File: src/hdl/prh_pkg.sv
// Shared types and constants of the Preisach relay hysteresis block.
`default_nettype none

package prh_pkg;

    localparam int OPCODE_W   = 2;
    localparam int INDEX_W    = 6;
    localparam int OUT_W      = 32;
    localparam int ACTIVE_W   = 7;
    localparam int CFG_ADDR_W = 2;
    localparam int CFG_DATA_W = 8;

    localparam logic [OPCODE_W-1:0] OP_SAMPLE  = 2'd0;
    localparam logic [OPCODE_W-1:0] OP_LOAD    = 2'd1;
    localparam logic [OPCODE_W-1:0] OP_RESTART = 2'd2;

    localparam logic [CFG_ADDR_W-1:0] CFG_ACTIVE_RELAYS   = 2'd0;
    localparam logic [CFG_ADDR_W-1:0] CFG_MEMORYLESS_MODE = 2'd1;

    typedef struct packed {
        logic load_wr;
        logic clear_wr;
        logic rd_en;
        logic cnt_clr;
        logic cnt_inc;
        logic sample_start;
        logic out_load;
    } cmd_t;

    typedef struct packed {
        logic n_zero;
        logic run_last;
        logic clear_last;
    } status_t;

endpackage

`default_nettype wire

File: src/hdl/prh_controller.sv
// Controller: state machine that sequences load, restart, clearing and sample walks.
`default_nettype none

module prh_controller (
    input  wire                             aclk,
    input  wire                             aresetn,
    input  wire                             s_valid,
    output logic                            s_ready,
    input  wire  [prh_pkg::OPCODE_W-1:0]    s_opcode,
    output logic                            m_valid,
    input  wire                             m_ready,
    input  prh_pkg::status_t                status,
    output prh_pkg::cmd_t                   cmd
);

    localparam logic [2:0] ST_CLEAR = 3'd0;
    localparam logic [2:0] ST_IDLE  = 3'd1;
    localparam logic [2:0] ST_RUN   = 3'd2;
    localparam logic [2:0] ST_FLUSH = 3'd3;
    localparam logic [2:0] ST_DONE  = 3'd4;

    logic [2:0] state_reg;
    logic [2:0] state_next;
    logic       m_valid_reg;
    logic       in_accept;

    assign s_ready   = (state_reg == ST_IDLE);
    assign in_accept = s_valid && s_ready;
    assign m_valid   = m_valid_reg;

    always_comb begin
        state_next = state_reg;
        cmd        = '0;
        case (state_reg)
            ST_CLEAR: begin
                cmd.clear_wr = 1'b1;
                cmd.cnt_inc  = 1'b1;
                if (status.clear_last) begin
                    state_next = ST_IDLE;
                end
            end
            ST_IDLE: begin
                if (in_accept) begin
                    case (s_opcode)
                        prh_pkg::OP_LOAD: begin
                            cmd.load_wr = 1'b1;
                        end
                        prh_pkg::OP_RESTART: begin
                            cmd.cnt_clr = 1'b1;
                            state_next  = ST_CLEAR;
                        end
                        prh_pkg::OP_SAMPLE: begin
                            cmd.cnt_clr      = 1'b1;
                            cmd.sample_start = 1'b1;
                            state_next       = status.n_zero ? ST_DONE : ST_RUN;
                        end
                        default: begin
                        end
                    endcase
                end
            end
            ST_RUN: begin
                cmd.rd_en   = 1'b1;
                cmd.cnt_inc = 1'b1;
                if (status.run_last) begin
                    state_next = ST_FLUSH;
                end
            end
            ST_FLUSH: begin
                state_next = ST_DONE;
            end
            ST_DONE: begin
                if (!m_valid_reg || m_ready) begin
                    cmd.out_load = 1'b1;
                    state_next   = ST_IDLE;
                end
            end
            default: begin
                state_next = ST_IDLE;
            end
        endcase
    end

    always_ff @(posedge aclk) begin
        if (!aresetn) begin
            state_reg   <= ST_CLEAR;
            m_valid_reg <= 1'b0;
        end else begin
            state_reg <= state_next;
            if (cmd.out_load) begin
                m_valid_reg <= 1'b1;
            end else if (m_ready) begin
                m_valid_reg <= 1'b0;
            end
        end
    end

endmodule

`default_nettype wire

File: config.mk
export PLATFORM = sky130hd
export DESIGN_NAME = prh_controller
export DESIGN_NICKNAME = d
export VERILOG_FILES = /design/src/hdl/prh_pkg.sv /design/src/hdl/prh_controller.sv
export SDC_FILE = /design/constraint.sdc
export NUM_CORES = 1
export LEC_CHECK = 0
export BUFFER_PORTS_ARGS = -buffer_cell sky130_fd_sc_hd__buf_2
export CAP_MARGIN = 20
export CORE_AREA = 10 10 47 49
export DETAILED_ROUTE_END_ITERATION = 10
export DIE_AREA = 0 0 57 59
export GPL_ROUTABILITY_DRIVEN = 0
export GPL_TIMING_DRIVEN = 0
export PLACE_DENSITY = 0.52
export SLEW_MARGIN = 0
export SYNTH_ARGS = -nofsm -noshare
export SYNTH_HDL_FRONTEND = slang
export SYNTH_SLANG_ARGS = --single-unit
export TNS_END_PERCENT = 100
File: constraint.sdc
create_clock -name aclk -period 1.5 [get_ports aclk]
set_input_delay 0.15 -clock aclk [delete_from_list [all_inputs] [get_ports aclk]]
set_output_delay 0.15 -clock aclk [all_outputs]
set_load 0.05 [all_outputs]
# Word level (Yosys, flattened, before mapping)
# Cells that the tools add are included.
[word_totals]
register_bits = 4
in_bits = 9
out_inout_bits = 9
elab_cells = 45
[classes]
eq_ne = 11
muxes = 23
n_reduce_logical = 9
[op_table]
columns = ["cell", "count"]
rows = [
  ["2-to-1 mux 1 bit", 16],
  ["2-to-1 mux 3 bit", 5],
  ["one-hot mux 3 bit (5 select lines)", 1],
  ["== test 3 x 2 -> 1 bit, second input constant", 2],
  ["!= test 2 bit, second input constant", 3],
  ["one-hot mux 3 bit (2 select lines)", 1],
  ["AND reduction 5 bit", 1],
  ["OR reduction 2 bit", 2],
  ["== test 3 x 1 -> 1 bit, second input constant", 1],
  ["== test 3 bit, second input constant", 1],
  ["logical NOT 3 bit", 1],
  ["!= test 3 x 1 -> 1 bit, second input constant", 1],
  ["== test 2 x 1 -> 1 bit, second input constant", 1],
  ["== test 2 bit, second input constant", 1],
  ["logical NOT 2 bit", 1],
  ["!= test 2 x 1 -> 1 bit, second input constant", 1],
  ["nonzero test 2 bit", 1],
  ["logical AND 1 bit", 1],
  ["logical NOT 1 bit", 1],
  ["logical OR 1 bit", 1],
]

# Depth between registers and ports, before layout
# Gate-level depths: netlist of the first run.
[depth]
word_depth = 5
mapped_depth = 5
ltp_nobuf = 4

# Least setup slack after synthesis of the first run
# OpenSTA, ideal clock, no wires.
[synth_timing]
path_type = "flip-flop to output port"
start = "reg state_reg[1]"
end = "out cmd[6] in the netlist's numbering"
arrival_ns = 2.519
required_ns = 1.350
slack_ns = -1.169
stages_incl_launch_ff = 5
n_path_buf = 1
path_cell_list = "dfxtp_1 > buf_6 > nor3_2 > nand2_1 > nor3b_1"
[synth_rtl]
columns = ["element", "line_no", "rtl"]
rows = [
  ["from (decl)", "prh_controller.sv:22", "logic [2:0] state_reg;"],
  ["from (signal assigned)", "prh_controller.sv:89", "state_reg <= state_next;"],
  ["to (decl)", "prh_controller.sv:13", "output prh_pkg::cmd_t cmd"],
]

==> flow_summary.ini, run 1 <==
[placement]
numPortBuffers = 17
dp_hpwl_um = 734.6
place_ws_ns = 0.07764

[floorplan]
fp.dieH_um = 59
start_util_pct = 25.09
dieArea_um2 = 3363
top_level_ports = 18
num_rows = 14
die_w_um = 57
fp.coreArea_um2 = 1401

[synth]
yosysTopAreaCellShare_pct = 22.78
synth_largest_area_cell = dfxtp_1
post_synth.cell_area_avg_um2 = 8.371
syn-cell-area_um2 = 351.6
synth_nets = 51
ys_seq_elements = 4
ys.warnings.count = 0
yosysUniqueCellTypes = 25
netlist_instances = 42
yosysSeqAreaShare_pct = 22.78
synthTopCellsByArea = dfxtp_1 (23%), buf_6 (9.6%), nor2b_4 (7.8%)

[timing]
min_period_ns = 1.462
period_share_pct = 97.43
hold_ws_ns = 0.2190
max_slew_margin_pct = 76.90
finalSetupViolations = 0
skew_ns = 0.004966
worst_slack_ns = 0.03850
rsz0062_at_grt = yes
finalHoldViolations = 0
maxSlewViolCount = 0
fmax_mhz = 684.2
worst_slew_pin_slew_ns = 0.3465

[hold_path]
hp-class = in -> reg

[final_layout]
num_antenna_cells = 0
area_delta_synth_final_pct = 63.70
largest_reg_flops = 3
nets = 77
layout_commonest_cell = buf_2
drive_gt1_share_pct = 66.67
layout_common_cells = buf_2 (11), buf_4 (10), clkbuf_4 (4)

[clock_tree]
cts_buffers = 3
cts_buffer_depth = 2
tritoncts = yes
htreeDepth = 1
cts-root-buf = clkbuf_4
clk_latency_ns = 0.24
clk_pin_slew_worst_paths_ns = 0.04
cts_sinks = 4
cts_hold_buffers = 0

[worst_setup_path]
path_max_fanout = 3
crit_path_start_kind = flip-flop
crit_type = reg -> out
cp.arrival_ns = 1.31
cp.required_ns = 1.35
end_kind = output port

[pwr]
power.total_mw = 0.7221
max-vdd-ir-drop_mv = 0.4668
powerDensity_nw_per_um2 = 1255
p_leak_nw = 0.2528

[route]
drt_iter0_drc = 10
antenna_left = 0
wl_per_cell_um = 12.55
drt-vias-per-instance = 4.500
drc = 0
postRouteWirelength_mm = 1.029
first_pass_iters = 4
vias = 369

[run]
cap_violations = 0

[grt]
antenna_found_initial = 0
grt_pass1_wl_mm = 1.676
grt_remaining_overflow = 0
grt_max_degree = 10
grt.total_usage_pct = 6.231
grt_pass1_vias = 391

[outcome]
status = finished, final reports clean
repair_timing:
action | CTS | global route
gates resized for setup | 3 | 9
setup buffers | 6 | 0
pin swaps | 3 | 3
endpoints found under the setup margin | 3 | 6
power breakdown:
part	switching [mW]	internal [mW]	leakage [nW]
logic	0.285	0.165	0.205
clock network	0.0459	0.0896	0.0138
registers	0.0145	0.122	0.0338
final timing paths:
kind              slack, ns                   endpoint  cells after the start                      start
setup / recovery       0.04                     cmd[6]                      5  state_reg[0]$_SDFFE_PN0P_
hold / removal         0.22       m_valid$_SDFFE_PN0P_                      2                    aresetn
setup reg to reg       0.11  state_reg[0]$_SDFFE_PN0P_                      5  state_reg[1]$_SDFFE_PN0P_
hold reg to reg        0.61  state_reg[2]$_SDFFE_PN0P_                      3       m_valid$_SDFFE_PN0P_
synth_stat cells, drive strengths merged:
cell type  instances
nor4               1
nor3b              2
nor2b              4
nor3               4
mux2i              2
a21oi              2
dfxtp              4
o21ai              2
nand4              1
nand3              1
inv                3
nor2               4
buf                3
nand2b             1
nand2              3
and2               1
o32ai              1
o2111ai            1
a22oi              1
a21o               1
critical path, cell delays in order, from the launching register on:
cell and delay, ns:
dfxtp_2 0.35, inv_4 0.04, nor3_4 0.19, nand2_2 0.12, nor3b_4 0.19, buf_6 0.18
metal layers:
layer	GRT usage [%]	share of wire [%]	up-vias
li1	-	-	197
met1	6.317	43	162
met2	10.54	52	10
met3	3.648	5.2	0
met4	2.013	0	0
met5	0	0	-
cell families (layout without fill, tap and decap cells):
family	Yosys count	in the layout	synth area share (%)
AND/OR/NAND/NOR	22	22	39.86
AO/OA/AOI/OAI	8	8	18.86
buffers and inverters	6	30	12.81
flip-flops	4	4	22.78
multiplexers	2	2	5.694
through the flow:
step,area (um2),utilization [%],cells,setup TNS [ns]
after CTS,578.1,41.25,84,-0.02219
after detailed placement,501.7,35.80,75,0
final,575.6,41.07,82,0
after floorplan,396.6,-,42,-1.356
after global placement,501.7,35.80,75,0
after global routing,575.6,41.07,82,-0.04831
area by class of cell:
class                      count  area, um2
sequential                     4      83.83
buffer                         1      11.26
fill                         157      825.8
tap                           16      20.02
timing repair buffer          23      148.9
clock buffer                   3      22.52
multi-input combinational     32      275.3
inverter                       3      13.76
Power figures use the tool's default switching activity.
==> run 2, diff against run 1 <==
Settings changed: CELL_PAD_IN_SITES_DETAIL_PLACEMENT set to 1, CELL_PAD_IN_SITES_GLOBAL_PLACEMENT set to 2, CORE_AREA 10 10 47 49 to unset, CORE_MARGIN set to 10, CORE_UTILIZATION set to 22, DIE_AREA 0 0 57 59 to unset, PLACE_DENSITY 0.52 to 0.74.
==> run 2 against run 1 <==
Critical endpoint is now cmd[1]. Combinational power fell by 5.1%. Largest cell class unchanged. Utilization is 3.7 points lower. Count of clock-buffer cells in the layout stayed put. Critical path depth did not move. Sequential power hardly changed. Final area down 2.2%. Sequential cell count is the same. First-iteration DRC count decreased by 50%. Fmax is 1.9% lower. Routed wire length is 1.7% higher. Hold slack better by 0.0050 ns. Worst setup slack got worse by 0.028 ns.
==> flow_summary.ini, run 2 (synthesis results as in run 1) <==
[outcome]
status = finished, final reports clean

[route]
first_pass_iters = 4
drt_iter0_drc = 5
drc = 0
drt-vias-per-instance = 4.753
vias = 385
wl_per_cell_um = 12.93
postRouteWirelength_mm = 1.047
antenna_left = 0

[timing]
worst_slew_pin_slew_ns = 0.3521
rsz0062_at_grt = yes
max_slew_margin_pct = 76.53
maxSlewViolCount = 0
finalHoldViolations = 0
min_period_ns = 1.490
finalSetupViolations = 0
period_share_pct = 99.31
fmax_mhz = 671.3
setup_tns_ns = 0
worst_slack_ns = 0.01031
skew_ns = 0.0003752

[final_layout]
num_antenna_cells = 0
area_delta_synth_final_pct = 60.14
nets = 76
multiInputGateArea_um2 = 266.5
largest_reg_flops = 3
fillers = 187
drive_gt1_share_pct = 64.62
seq_area_um2 = 82.58
layout_common_cells = buf_2 (12), buf_4 (6), buf_6 (4), clkbuf_4 (4), nor2_1 (3)
layout_commonest_cell = buf_2
fin_cells = 81

[clock_tree]
tritoncts = yes
cts-root-buf = clkbuf_4
htreeDepth = 1
cts_buffers = 3
cts_hold_buffers = 0
clk_pin_slew_worst_paths_ns = 0.04
cts_buffer_depth = 2
clk_latency_ns = 0.23
cts_sinks = 4

[pwr]
powerDensity_nw_per_um2 = 1230
max-vdd-ir-drop_mv = 0.3858
p_leak_nw = 0.2487

[grt]
grt_pass1_wl_mm = 1.800
antenna_found_initial = 0
grt_max_degree = 11
grt.total_usage_pct = 6.424
grt_pass1_vias = 410
grt_remaining_overflow = 0

[floorplan]
fp.dieH_um = 59.98
fp.coreArea_um2 = 1506
top_level_ports = 18
start_util_pct = 23.34
dieArea_um2 = 3597
die_w_um = 59.98
num_rows = 14

[worst_setup_path]
end_kind = output port
rrSetupSlack_ns = 0.16
crit_path_start_kind = flip-flop
cp.required_ns = 1.35
crit_type = reg -> out
path_max_fanout = 6
cp.arrival_ns = 1.34
rr_worst_depth = 6

[run]
cap_violations = 0

[hold_path]
min_path_cells = 2
hp-class = in -> reg

[placement]
place_ws_ns = 0.09174
numPortBuffers = 17
dp_hpwl_um = 849.8
dp.cells = 75
-- run 2: changes by cell type in the layout (fill, tap and decap cells not counted), sizes merged --
cell,previous run,this run
buf,23,22
-- run 2: worst paths after layout --
path                             start                   endpoint
min                            aresetn       m_valid$_SDFFE_PN0P_
max reg2reg  state_reg[2]$_SDFFE_PN0P_  state_reg[0]$_SDFFE_PN0P_
max          state_reg[2]$_SDFFE_PN0P_                     cmd[1]
min reg2reg  state_reg[0]$_SDFFE_PN0P_  state_reg[0]$_SDFFE_PN0P_
-- run 2: area by class of cell --
type,instances,area share [%]
inverter,3,2.444
buffer,2,4.000
multi-input combinational,32,47.33
clock buffer,3,4.000
timing repair buffer,21,24.00
tap,16,3.556
sequential,4,14.67
-- run 2: repair_timing --
item,4_1_cts,5_1_grt
cloned,0,0
gates resized for setup,4,4
setup endpoints to repair,3,5
buffers inserted,1,3
pin swaps,1,2
-- run 2: metal layers --
metal / track usage (%) / vias to the layer above / share of wire (%)
met1: 7.151 / 173 / 40
met3: 4.025 / 0 / 11
met4: 1.923 / 0 / 0
met2: 9.853 / 17 / 49
li1: - / 195 / -
met5: 0 / - / 0
-- run 2: power breakdown --
| part | switching (mW) | total (mW) | internal (mW) |
|---|---|---|---|
| Sequential | 0.0123 | 0.135 | 0.122 |
| Combinational | 0.281 | 0.427 | 0.146 |
| Clock | 0.0413 | 0.131 | 0.0893 |
| Total | 0.334 | 0.692 | 0.358 |
-- run 2: stage by stage --
stage	hold WS, ns	util (%)	area [um2]	total power, mW
finish	0.2240	37.38	563.0	0.6923
global route	0.2411	37.38	563.0	0.7441
CTS	0.2199	36.05	543.0	0.7218
detailed placement	0.4679	33.31	501.7	0.5611
global placement	0.4588	33.31	501.7	0.5586
floorplan	0.2780	-	396.6	0.4775
-- run 2: critical path: stages, from the launching register on --
cell	delay, ns
dfxtp_1	0.30
buf_6	0.13
nor3_4	0.17
nand2_2	0.13
nor3_4	0.20
buf_6	0.18
==> run 3, diff against run 2 <==
Clock period 1.5 ns to 1.6 ns, I/O delays scaled along.
==> run 3 against run 2 <==
Clock power grew 4%. Highest routed layer is now met4. Sequential cell count is the same. Global-route usage shrank 0.17 points. Non-clock buffer count grew 7. Critical path depth is the same. Hold slack gained 0.015 ns. Via count grew 7.0%. First-iteration DRC count shrank 40%.
==> flow_summary.ini, run 3 (synthesis results as in run 1) <==
[timing]
min_period_ns = 1.538
skew_ns = 0.01151
max_slew_margin_pct = 75.90
finalSetupViolations = 0
rsz0062_at_grt = no
period_share_pct = 96.11
worst_slack_ns = 0.06230
finalHoldViolations = 0
maxSlewViolCount = 0
worst_slew_pin_slew_ns = 0.3615
fmax_mhz = 650.3
setup_tns_ns = 0

[clock_tree]
clk_pin_slew_worst_paths_ns = 0.05
cts-root-buf = clkbuf_4
cts_sinks = 4
tritoncts = yes
cts_buffer_depth = 2
htreeDepth = 1
cts_hold_buffers = 0
clk_latency_ns = 0.24
cts_buffers = 3

[floorplan]
num_rows = 14
die_w_um = 59.98
fp.dieH_um = 59.98
start_util_pct = 23.34
dieArea_um2 = 3597
fp.coreArea_um2 = 1506
top_level_ports = 18

[hold_path]
hp-class = in -> reg
min_path_cells = 3
worstHoldStart = aresetn
whs_endpoint = state_reg[0]$_SDFFE_PN0P_

[grt]
grt.total_usage_pct = 6.250
grt_pass1_vias = 400
grt_max_degree = 11
grtUsageMet3_pct = 1.059
gr-usage-met2_pct = 10.44
grt_pass1_wl_mm = 1.711
antenna_found_initial = 0
grtUsageMet1_pct = 6.421
grt_remaining_overflow = 0
busiest_layer = met2

[pwr]
p_leak_nw = 0.2863
max-vdd-ir-drop_mv = 0.4404
powerDensity_nw_per_um2 = 1148

[final_layout]
num_antenna_cells = 0
layout_commonest_cell = buf_2
area_delta_synth_final_pct = 74.38
utilization_pct = 40.70
layout_common_cells = buf_2 (14), buf_4 (12)
stdcell_area_um2 = 613.1
largest_reg_flops = 3
fin_cells = 88
drive_gt1_share_pct = 66.67
nets = 83

[route]
drt_iter0_drc = 3
drt-vias-per-instance = 4.682
wl_per_cell_um = 12.94
antenna_left = 0
postRouteWirelength_mm = 1.139
drc = 0
vias = 412
first_pass_iters = 3

[worst_setup_path]
crit_path_start_kind = flip-flop
cp.arrival_ns = 1.38
path_max_fanout = 7
r2r-end = state_reg[0]$_SDFFE_PN0P_
cp.required_ns = 1.44
rr_worst_depth = 6
rrSetupSlack_ns = 0.24
end_kind = output port
crit_type = reg -> out
r2r-start = state_reg[2]$_SDFFE_PN0P_

[placement]
dp.cells = 75
place_ws_ns = 0.1590
dp_hpwl_um = 853.8
dpl_cell_area_um2 = 500.5
numPortBuffers = 17

[outcome]
status = finished, final reports clean

[run]
cap_violations = 0
run 3: cell count changes in the layout (fill, tap and decap cells not counted):
cell,change
dfxtp_2,-1
clkbuf_4,-1
buf_6,-1
buf_4,+6
dfxtp_1,+1
buf_2,+2
buf_8,+1
run 3: power breakdown:
part           leakage, nW  internal [mW]  switching, mW  total [mW]
clock network       0.0138         0.0846         0.0512       0.136
registers           0.0328          0.114        0.00661       0.121
logic                0.240          0.171          0.277       0.447
run 3: metrics by stage:
step,total power [mW],hold slack (ns)
2_1_floorplan,0.4476,0.2882
3_3_place_gp,0.5249,0.4713
3_5_place_dp,0.5276,0.4832
4_1_cts,0.6800,0.2344
5_1_grt,0.7423,0.2576
6_report,0.7036,0.2389
run 3: how the worst max path moves through the flow:
stage	from	end	slack (ns)	depth (start not counted)
after CTS	state_reg[0]$_SDFFE_PN0P_	cmd[6]	-0.02	6
after floorplan	state_reg[0]$_SDFFE_PN0P_	cmd[6]	-0.25	5
final	state_reg[2]$_SDFFE_PN0P_	cmd[6]	0.06	5
after global routing	state_reg[1]$_SDFFE_PN0P_	cmd[6]	0.005	5
after global placement	state_reg[0]$_SDFFE_PN0P_	cmd[6]	0.17	6
after detailed placement	state_reg[0]$_SDFFE_PN0P_	cmd[6]	0.16	6
run 3: cell type report:
type                    instances  area [um2]
repair buffers                 27       171.4
flip-flops and latches          4       81.33
multi-input cells              32       266.5
clock buffers                   3       22.52
inverters                       3       13.76
fillers                       185       893.4
well taps                      16       20.02
plain buffers                   3       37.54
run 3: critical path, stage by stage, from the launching register on:
cell and delay (ns):
dfxtp_1 0.31, buf_6 0.13, nor3_4 0.18, nand2_2 0.13, nor3b_4 0.21, buf_6 0.18
run 3: repair_timing:
| action | CTS | global route |
|---|---|---|
| pin swaps | 1 | 3 |
| gates resized for setup | 5 | 0 |
| buffers inserted | 0 | 10 |
| endpoints found under the setup margin | 3 | 2 |
run 3: layer usage:
metal  wire [um]  vias up
met1         452      191
met3          47        2
met2         614        8
met4          25        0
met5           0        -
li1            -      211
